<file path="src/sv/mlps_pkg.sv">
package mlps_pkg;

   localparam int NumLevelsDef  = 6;
   localparam int LevelDepthDef = 16;
   localparam int IdBitsDef     = 16;

   localparam logic [1:0] StReady   = 2'd0;
   localparam logic [1:0] StRunning = 2'd1;

   typedef enum logic [2:0] {
      OP_INSERT  = 3'd0,
      OP_REMOVE  = 3'd1,
      OP_REM_RUN = 3'd2,
      OP_SCHED   = 3'd3,
      OP_SET     = 3'd4
   } op_type;

   typedef enum logic [2:0] {
      STS_OK       = 3'd0,
      STS_FULL     = 3'd1,
      STS_NOTFOUND = 3'd2,
      STS_NOREADY  = 3'd3,
      STS_EMPTY    = 3'd4
   } status_type;

   typedef struct packed {
      logic [2:0]  op;
      logic [15:0] task_id;
      logic [2:0]  level;
      logic [1:0]  state_value;
   } req_type;

   typedef struct packed {
      logic [15:0] result_id;
      logic [2:0]  result_level;
      logic [2:0]  status;
   } rsp_type;

   typedef enum logic [3:0] {
      S_IDLE,
      S_SCAN,
      S_SCAN_WAIT,
      S_COMPACT,
      S_COMPACT_WAIT,
      S_APPEND,
      S_LEVEL_NEXT,
      S_DONE
   } state_type;

endpackage

</file>
<file path="src/sv/multilevel_priority_scheduler_unit.sv">
// Operations are carried out by a sequencer that walks one shared entry memory
// with one write port and one read port, reading one entry at a time.
// Insert appends at the tail of its level. Remove / schedule scan a level and then
// compact it, moving the entries behind the hit. Set-state walks every level,
// remove-running scans every level and compacts each one that holds a running entry.
// One operation at a time; the result sits in an output register.
// Synchronous active-high reset clears counts and control; entries are not cleared.
module multilevel_priority_scheduler_unit #(
   parameter int NUM_LEVELS  = mlps_pkg::NumLevelsDef,
   parameter int LEVEL_DEPTH = mlps_pkg::LevelDepthDef,
   parameter int ID_BITS     = mlps_pkg::IdBitsDef
) (
   input  logic             clock,
   input  logic             reset,
   input  logic             req_valid,
   output logic             req_ready,
   input  mlps_pkg::req_type req_data,
   output logic             rsp_valid,
   input  logic             rsp_ready,
   output mlps_pkg::rsp_type rsp_data
);

   localparam int LW = (NUM_LEVELS > 1) ? $clog2(NUM_LEVELS) : 1;
   localparam int PW = $clog2(LEVEL_DEPTH);
   localparam int CW = $clog2(LEVEL_DEPTH + 1);
   localparam int AW = LW + PW;
   localparam int EW = ID_BITS + 2;

   // entry memory: {id, state}, address {level, pos}
   logic [EW-1:0] mem [NUM_LEVELS * (2 ** PW)];
   logic [EW-1:0] rd_ff;
   logic          we;
   logic [AW-1:0] waddr, raddr;
   logic [EW-1:0] wdata;

   always_ff @(posedge clock) begin
      if (we) mem[waddr] <= wdata;
      rd_ff <= mem[raddr];
   end

   logic [CW-1:0] cnt_ff [NUM_LEVELS];

   mlps_pkg::state_type state_ff, state_in;
   mlps_pkg::req_type   req_ff, req_in;
   logic [LW-1:0] lv_ff, lv_in;
   logic [CW-1:0] k_ff, k_in;       // read position
   logic [CW-1:0] w_ff, w_in;       // write position during compaction
   logic          hit_ff, hit_in;   // something found in current op
   logic          any_ff, any_in;
   logic          miss_ff, miss_in;
   logic [ID_BITS-1:0] tid_ff, tid_in; // target id
   logic          cnt_we;
   logic [CW-1:0] cnt_wv;
   logic          rsp_valid_ff, rsp_valid_in;
   mlps_pkg::rsp_type rsp_ff, rsp_in;

   logic [ID_BITS-1:0] rid;
   logic [1:0]         rst;
   logic [ID_BITS-1:0] req_id;
   logic               lv_ok;
   logic [CW-1:0]      cur_cnt;

   assign rid     = rd_ff[EW-1:2];
   assign rst     = rd_ff[1:0];
   assign req_id  = ID_BITS'(req_ff.task_id);
   assign lv_ok   = 32'(req_ff.level) < NUM_LEVELS;
   assign cur_cnt = cnt_ff[lv_ff];

   function automatic logic [AW-1:0] addr(logic [LW-1:0] l, logic [CW-1:0] p);
      return {l, PW'(p)};
   endfunction

   // hold level counts
   always_ff @(posedge clock) begin
      if (reset) begin
         for (int i = 0; i < NUM_LEVELS; i++) cnt_ff[i] <= '0;
      end else if (cnt_we) begin
         cnt_ff[lv_ff] <= cnt_wv;
      end
   end

   always_ff @(posedge clock) begin
      if (reset) begin
         state_ff     <= mlps_pkg::S_IDLE;
         rsp_valid_ff <= 1'b0;
      end else begin
         state_ff     <= state_in;
         rsp_valid_ff <= rsp_valid_in;
      end
      req_ff  <= req_in;
      lv_ff   <= lv_in;
      k_ff    <= k_in;
      w_ff    <= w_in;
      hit_ff  <= hit_in;
      any_ff  <= any_in;
      miss_ff <= miss_in;
      tid_ff  <= tid_in;
      rsp_ff  <= rsp_in;
   end

   assign req_ready = (state_ff == mlps_pkg::S_IDLE) && !rsp_valid_ff;
   assign rsp_valid = rsp_valid_ff;
   assign rsp_data  = rsp_ff;

   // sequencer
   always_comb begin
      state_in = state_ff;
      req_in = req_ff; lv_in = lv_ff; k_in = k_ff; w_in = w_ff;
      hit_in = hit_ff; any_in = any_ff; miss_in = miss_ff; tid_in = tid_ff;
      rsp_valid_in = rsp_valid_ff; rsp_in = rsp_ff;
      we = 1'b0; waddr = addr(lv_ff, w_ff); wdata = rd_ff;
      raddr = addr(lv_ff, k_ff);
      cnt_we = 1'b0; cnt_wv = cur_cnt;

      if (rsp_valid_ff && rsp_ready) rsp_valid_in = 1'b0;

      unique case (state_ff)
         mlps_pkg::S_IDLE: begin
            if (req_valid && req_ready) begin
               req_in = req_data;
               k_in = '0; w_in = '0; hit_in = 1'b0; any_in = 1'b0; miss_in = 1'b0;
               lv_in = '0;
               tid_in = ID_BITS'(req_data.task_id);
               rsp_in = '0;
               unique case (req_data.op)
                  mlps_pkg::OP_INSERT, mlps_pkg::OP_REMOVE: begin
                     lv_in = LW'(req_data.level);
                     state_in = (req_data.op == mlps_pkg::OP_INSERT) ?
                                mlps_pkg::S_APPEND : mlps_pkg::S_SCAN;
                  end
                  mlps_pkg::OP_REM_RUN, mlps_pkg::OP_SCHED, mlps_pkg::OP_SET:
                     state_in = mlps_pkg::S_SCAN;
                  default: state_in = mlps_pkg::S_DONE;
               endcase
            end
         end

         // insert, or schedule re-append of rid at tail
         mlps_pkg::S_APPEND: begin
            if (req_ff.op == mlps_pkg::OP_INSERT) begin
               if (!lv_ok || 32'(cur_cnt) >= LEVEL_DEPTH) begin
                  rsp_in.status = mlps_pkg::STS_FULL;
               end else begin
                  we = 1'b1; waddr = addr(lv_ff, cur_cnt);
                  wdata = {req_id, req_ff.state_value};
                  cnt_we = 1'b1; cnt_wv = cur_cnt + 1'b1;
               end
            end else begin
               we = 1'b1; waddr = addr(lv_ff, cur_cnt - 1'b1);
               wdata = {tid_ff, mlps_pkg::StRunning};
               rsp_in.result_id = 16'(tid_ff);
               rsp_in.result_level = 3'(lv_ff);
            end
            state_in = mlps_pkg::S_DONE;
         end

         // scan phase: issue read of entry k
         mlps_pkg::S_SCAN: begin
            if (req_ff.op == mlps_pkg::OP_REMOVE && !lv_ok) begin
               rsp_in.status = mlps_pkg::STS_NOTFOUND;
               state_in = mlps_pkg::S_DONE;
            end else if (k_ff < cur_cnt) begin
               state_in = mlps_pkg::S_SCAN_WAIT;
            end else begin
               state_in = mlps_pkg::S_LEVEL_NEXT;
            end
         end

         mlps_pkg::S_SCAN_WAIT: begin
            k_in = k_ff + 1'b1;
            state_in = mlps_pkg::S_SCAN;
            unique case (req_ff.op)
               mlps_pkg::OP_REMOVE: begin
                  if (rid == tid_ff) begin
                     hit_in = 1'b1; w_in = k_ff; state_in = mlps_pkg::S_COMPACT;
                  end
               end
               mlps_pkg::OP_REM_RUN: begin
                  if (rst == mlps_pkg::StRunning) begin
                     hit_in = 1'b1; tid_in = rid;
                  end
               end
               mlps_pkg::OP_SCHED: begin
                  if (rst == mlps_pkg::StReady) begin
                     hit_in = 1'b1; tid_in = rid; w_in = k_ff;
                     state_in = mlps_pkg::S_COMPACT;
                  end
               end
               default: begin
                  if (rid == tid_ff && rst == mlps_pkg::StRunning) begin
                     hit_in = 1'b1;
                     we = 1'b1; waddr = addr(lv_ff, k_ff);
                     wdata = {rid, req_ff.state_value};
                  end
               end
            endcase
         end

         // compaction: k reads, w writes; drop matching ids (or only first for schedule)
         mlps_pkg::S_COMPACT: begin
            if (k_ff < cur_cnt) begin
               state_in = mlps_pkg::S_COMPACT_WAIT;
            end else begin
               cnt_we = 1'b1; cnt_wv = w_ff;
               if (req_ff.op == mlps_pkg::OP_SCHED) begin
                  cnt_wv = w_ff + 1'b1;
                  state_in = mlps_pkg::S_APPEND;
               end else if (req_ff.op == mlps_pkg::OP_REM_RUN) begin
                  state_in = mlps_pkg::S_LEVEL_NEXT;
               end else begin
                  state_in = mlps_pkg::S_DONE;
               end
            end
         end

         mlps_pkg::S_COMPACT_WAIT: begin
            k_in = k_ff + 1'b1;
            state_in = mlps_pkg::S_COMPACT;
            if (req_ff.op == mlps_pkg::OP_SCHED || rid != tid_ff) begin
               we = 1'b1; waddr = addr(lv_ff, w_ff);
               w_in = w_ff + 1'b1;
            end
         end

         // end of a level scan
         mlps_pkg::S_LEVEL_NEXT: begin
            k_in = '0;
            unique case (req_ff.op)
               mlps_pkg::OP_REMOVE: begin
                  rsp_in.status = mlps_pkg::STS_NOTFOUND;
                  state_in = mlps_pkg::S_DONE;
               end
               mlps_pkg::OP_SCHED: begin
                  if (cur_cnt != '0) begin
                     rsp_in.status = mlps_pkg::STS_NOREADY;
                     rsp_in.result_level = 3'(lv_ff);
                     state_in = mlps_pkg::S_DONE;
                  end else if (32'(lv_ff) == NUM_LEVELS - 1) begin
                     rsp_in.status = mlps_pkg::STS_EMPTY;
                     state_in = mlps_pkg::S_DONE;
                  end else begin
                     lv_in = lv_ff + 1'b1; state_in = mlps_pkg::S_SCAN;
                  end
               end
               mlps_pkg::OP_REM_RUN: begin
                  if (hit_ff) begin
                     // running entry found: compact this level from the start
                     any_in = 1'b1; hit_in = 1'b0; w_in = '0;
                     state_in = mlps_pkg::S_COMPACT;
                  end else begin
                     // a plain scan leaves k at the count, a compaction leaves it above
                     if (k_ff == cur_cnt && cur_cnt != '0) begin
                        any_in = 1'b1; miss_in = 1'b1;
                     end
                     if (32'(lv_ff) == NUM_LEVELS - 1) begin
                        if (!any_in) rsp_in.status = mlps_pkg::STS_EMPTY;
                        else if (miss_in) rsp_in.status = mlps_pkg::STS_NOTFOUND;
                        else rsp_in.status = mlps_pkg::STS_OK;
                        state_in = mlps_pkg::S_DONE;
                     end else begin
                        lv_in = lv_ff + 1'b1; state_in = mlps_pkg::S_SCAN;
                     end
                  end
               end
               default: begin
                  if (32'(lv_ff) == NUM_LEVELS - 1) begin
                     rsp_in.status = hit_ff ? mlps_pkg::STS_OK : mlps_pkg::STS_NOTFOUND;
                     state_in = mlps_pkg::S_DONE;
                  end else begin
                     lv_in = lv_ff + 1'b1; state_in = mlps_pkg::S_SCAN;
                  end
               end
            endcase
         end

         mlps_pkg::S_DONE: begin
            rsp_valid_in = 1'b1;
            state_in = mlps_pkg::S_IDLE;
         end

         default: state_in = mlps_pkg::S_IDLE;
      endcase
   end

`ifndef SYNTHESIS
   a_rdy_idle: assert property (@(posedge clock) disable iff (reset)
      req_ready |-> state_ff == mlps_pkg::S_IDLE)
      else $error("ready outside idle");
   a_done_rsp: assert property (@(posedge clock) disable iff (reset)
      state_ff == mlps_pkg::S_DONE |=> rsp_valid)
      else $error("done without response");
   a_no_accept_busy: assert property (@(posedge clock) disable iff (reset)
      rsp_valid |-> !req_ready)
      else $error("accept while response pending");
`endif

endmodule

</file>
<file path="config.mk">
export PLATFORM = sky130hd
export DESIGN_NAME = multilevel_priority_scheduler_unit
export DESIGN_NICKNAME = d
export VERILOG_FILES = /design/src/sv/mlps_pkg.sv /design/src/sv/multilevel_priority_scheduler_unit.sv
export SDC_FILE = /design/constraint.sdc
export NUM_CORES = 2
export LEC_CHECK = 0
export ABC_CLOCK_PERIOD_IN_PS = 6700
export BUFFER_PORTS_ARGS = -buffer_cell sky130_fd_sc_hd__buf_2
export CAP_MARGIN = 30
export CORE_UTILIZATION = 45
export DETAILED_ROUTE_END_ITERATION = 8
export GPL_TIMING_DRIVEN = 1
export SYNTH_ARGS = -nofsm -noshare
export SYNTH_HDL_FRONTEND = slang
export SYNTH_SLANG_ARGS = --single-unit
</file>
<file path="constraint.sdc">
create_clock -name clock -period 6.7 [get_ports clock]
set_clock_uncertainty 0.2 [all_clocks]
set_input_delay 1.005 -clock clock [delete_from_list [all_inputs] [get_ports clock]]
set_output_delay 1.005 -clock clock [all_outputs]
set_load 0.01 [all_outputs]
</file>
==> flow_metrics.env <==
export IMPL_cts_inserted_buffers=184
export IMPL_critical_path_class="flip-flop to flip-flop"
export IMPL_drv_cap=0
export IMPL_post_synth_adder_cell_area_pct=0.187
export IMPL_hold_violations=0
export IMPL_max_freq_ghz=0.197
export IMPL_detailedRoute_firstPassIterationCount=7
export IMPL_via_per_inst=5.99
export IMPL_filler_cell_count=12400
export IMPL_timing_final_crit_period_ps=5060
export IMPL_status="finished clean"
export IMPL_synth_lib_cells_used_distinct=66
export IMPL_mappedNetlistArea_um2=73400
export IMPL_synth_simple_gate_area_share_pct=2.68
export IMPL_die_width_um=406
export IMPL_drc_errors=0
export IMPL_synth_most_common_cell="edfxtp_1"
export IMPL_grt_pass1_vias=35600
export IMPL_dominant_combinational_cell_family_by_area_after_synthesis="multiplexers"
export IMPL_clock_root_buffer="clkbuf_16"
export IMPL_placementRows=147
export IMPL_clock_insertion_delay_worst_skew_ps=800
export IMPL_path_depth=9
export IMPL_cts_max_level=4
export IMPL_synth_sequential_area_ratio_pct=76.1
export IMPL_fin_setup_tns_ps=0
export IMPL_cp_arrival_ps=5270
export IMPL_finish_cell_count_without_fillers=5780
export IMPL_routed_wl_um=180000
export IMPL_drt_iter0_markers=3689
export IMPL_yosys_top_cells_count="1845 x edfxtp_1, 566 x mux4_2, 103 x clkbuf_1, 85 x nor2_1, 63 x buf_1"
export IMPL_hold_depth=1
export IMPL_cts_hold_buf=0
export IMPL_finalMaxSlewViolations=0
export IMPL_cts_repair_resized=0
export IMPL_syn_inst=3242
export IMPL_routedWlPerCell_um=31.1
export IMPL_number_of_port_buffers=51
export IMPL_path_type_of_the_worst_min_delay_path="input port to flip-flop"
export IMPL_groute_usage_overall_pct=22.2
export IMPL_rsz0062_at_grt="false"
export IMPL_core_um2=161000
export IMPL_dp_cells=5433
export IMPL_critPathRequiredTime_ps=6910
export IMPL_number_of_antenna_violations_at_the_first_check_in_global_routing=7
export IMPL_async_reset_ff_share_pct=0
export IMPL_global_route_wire_length_before_repair_um=260000
export IMPL_globalplace_congestion=0.839
export IMPL_post_synth_xor_area_fraction_pct=0.358
export IMPL_leakagePower_nw=25.8
export IMPL_dpl_cell_area_um2=78000
export IMPL_r2r_cells=9
export IMPL_avgSynthCellArea_um2=22.7
export IMPL_fp_dieArea_um2=165000
export IMPL_syn2layout_area_growth_pct=14.4
export IMPL_synth_mux_area_share_pct=18.1
export IMPL_synth_compound_gate_area_share_pct=1.41
export IMPL_worst_path_max_fanout=24
export IMPL_cp_slowest_stage_delay_ps=1040
export IMPL_num_nets_final=3503
export IMPL_num_io_pins=52
export IMPL_path_delay_family="simple AND/OR/NAND/NOR gates"
export IMPL_hpwl_um=110000
export IMPL_synth_top_cell_by_area="edfxtp_1"
export IMPL_path_clk_slew_ps=60
export IMPL_post_cts_buffers=0
export IMPL_synthDominantCellAreaShare_pct=75.4
export IMPL_timing_final_setup_violations=0
export IMPL_synth_area_top_cells="edfxtp_1 75%, mux4_2 17%, dfxtp_1 0.68%"
export IMPL_largest_net_degree_at_the_start_of_global_routing=155
export IMPL_synth_edf_count=1845
export IMPL_tritoncts="done"
export IMPL_post_route_period_util_pct=75.6
export IMPL_p_per_area_nw_per_um2=455
export IMPL_worst_path_max_delay_cell="nor3_4"
export IMPL_routed_via_count=34600
export IMPL_worst_supply_voltage_drop_on_vdd_uv=417
export IMPL_fp_dieH_um=406
export IMPL_start_util_pct=45.5
export IMPL_grt_overflow=0
export IMPL_crit_chain="mux4_2 > mux2i_4 > ha_1 > nand2_1 > nor2_1 > a211oi_1 > a32oi_1 > nand3_4 > nor3_4"
export IMPL_syn_nets=3281
export IMPL_flops_latches_synth=1870
export IMPL_cp_launch_type="flip-flop"
export IMPL_clock_sink_count=1870
export IMPL_fin_total_pwr_w=0.0382
export IMPL_clock_tree_buffer_depth=3
export IMPL_final_cell_area_um2=84000
export IMPL_synthFlopType="edfxtp_1"
export IMPL_final_layout_size_suffix_gt1_share_pct=33.5
export IMPL_ant_nets=0
export IMPL_max_slew_margin_pct=20.5
export IMPL_yosys_warnings=0
export IMPL_worst_slew_pin_transition_ps=1190
export IMPL_timing_critical_path_buf_inv=0
export IMPL_cp_end_kind="flip-flop"
## logic make-up (layout without fill, tap and decap cells)
group,after synthesis,in the layout
AO/OA/AOI/OAI,153,153
AND/OR/NAND/NOR,354,354
flip-flops,1870,1870
multiplexers,614,614
other,0,3
buffers and inverters,210,585
adder cells (fa/ha/maj),11,11
XOR/XNOR,30,30
## final cells by class
cell class	instances	area (um^2)	area share [%]
repair buffers	230	1990	2.36
diodes	3	7.51	0.00894
multi-input cells	1162	17400	20.7
flip-flops and latches	1870	55900	66.6
clock buffers	223	4830	5.76
clock inverters	116	1080	1.28
well taps	2160	2700	3.22
inverters	16	60.1	0.0715
## layer usage
metal / routed length (um) / up-vias / global-route usage, %
li1: - / 14300 / -
met1: 73900 / 18900 / 30.9
met2: 91100 / 1196 / 36.9
met3: 10400 / 214 / 3.35
met4: 4110 / 4 / 5.75
met5: 34 / - / 0
## through the flow
step	util [%]	hold slack (ps)	setup slack [ps]
final	52.1	201	1640
after global routing	52.1	158	1350
after CTS	52.0	140	1590
after detailed placement	48.3	330	1620
after global placement	48.2	331	1580
after floorplan	-	315	1350
## report_power, final
part           total [W]  switching (W)  leakage (nW)  internal, W
sequential        0.0155       0.000363          16.8       0.0151
clock             0.0101        0.00438          2.88      0.00574
combinational     0.0126        0.00802          6.12      0.00459
total             0.0382         0.0128          25.8       0.0254
## flip-flops by register name, summed over array words and instances, names as in the netlist, named ones only
name,count
any_ff,1
cnt_ff,40
hit_ff,1
k_ff,5
lv_ff,3
mem,1728
miss_ff,1
rd_ff,18
req_ff,7
req_id,16
rsp_data,22
rsp_valid,1
state_ff,3
tid_ff,16
w_ff,5
## worst paths after layout
check	end	slack, ps	from
worst min-delay path	req_id[7]	200	req_data[12]
worst max-delay path	mem[24][2]	1640	flip-flop
worst min register to register	rsp_valid	340	rsp_valid
worst max register to register	mem[24][2]	1640	flip-flop
## cell usage in the layout (no fill, tap or decap), types with 17 or more instances in the layout
cell and n:
o21a_1 18, clkinv_2 32, buf_4 149, clkinv_1 48, nor3_2 43, nor4_2 40, a21oi_1 28, edfxtp_1 1845
mux4_2 566, nor2_1 84, nand2_1 53, mux2_2 17, mux2i_1 28, dfxtp_1 25, nand3_1 30, clkbuf_16 187
xor2_1 20, buf_2 51, o22ai_1 18, buf_12 18, clkbuf_1 34, and2_1 25
## worst register-to-register path, cell delays in order, from the launching register on
cell      delay, ps
dfxtp_1         750
mux4_2          620
mux2i_4         320
ha_1            300
nand2_1          80
nor2_1          150
a211oi_1        100
a32oi_1         410
nand3_4         680
nor3_4         1070
(Power assumes the default switching activity.)
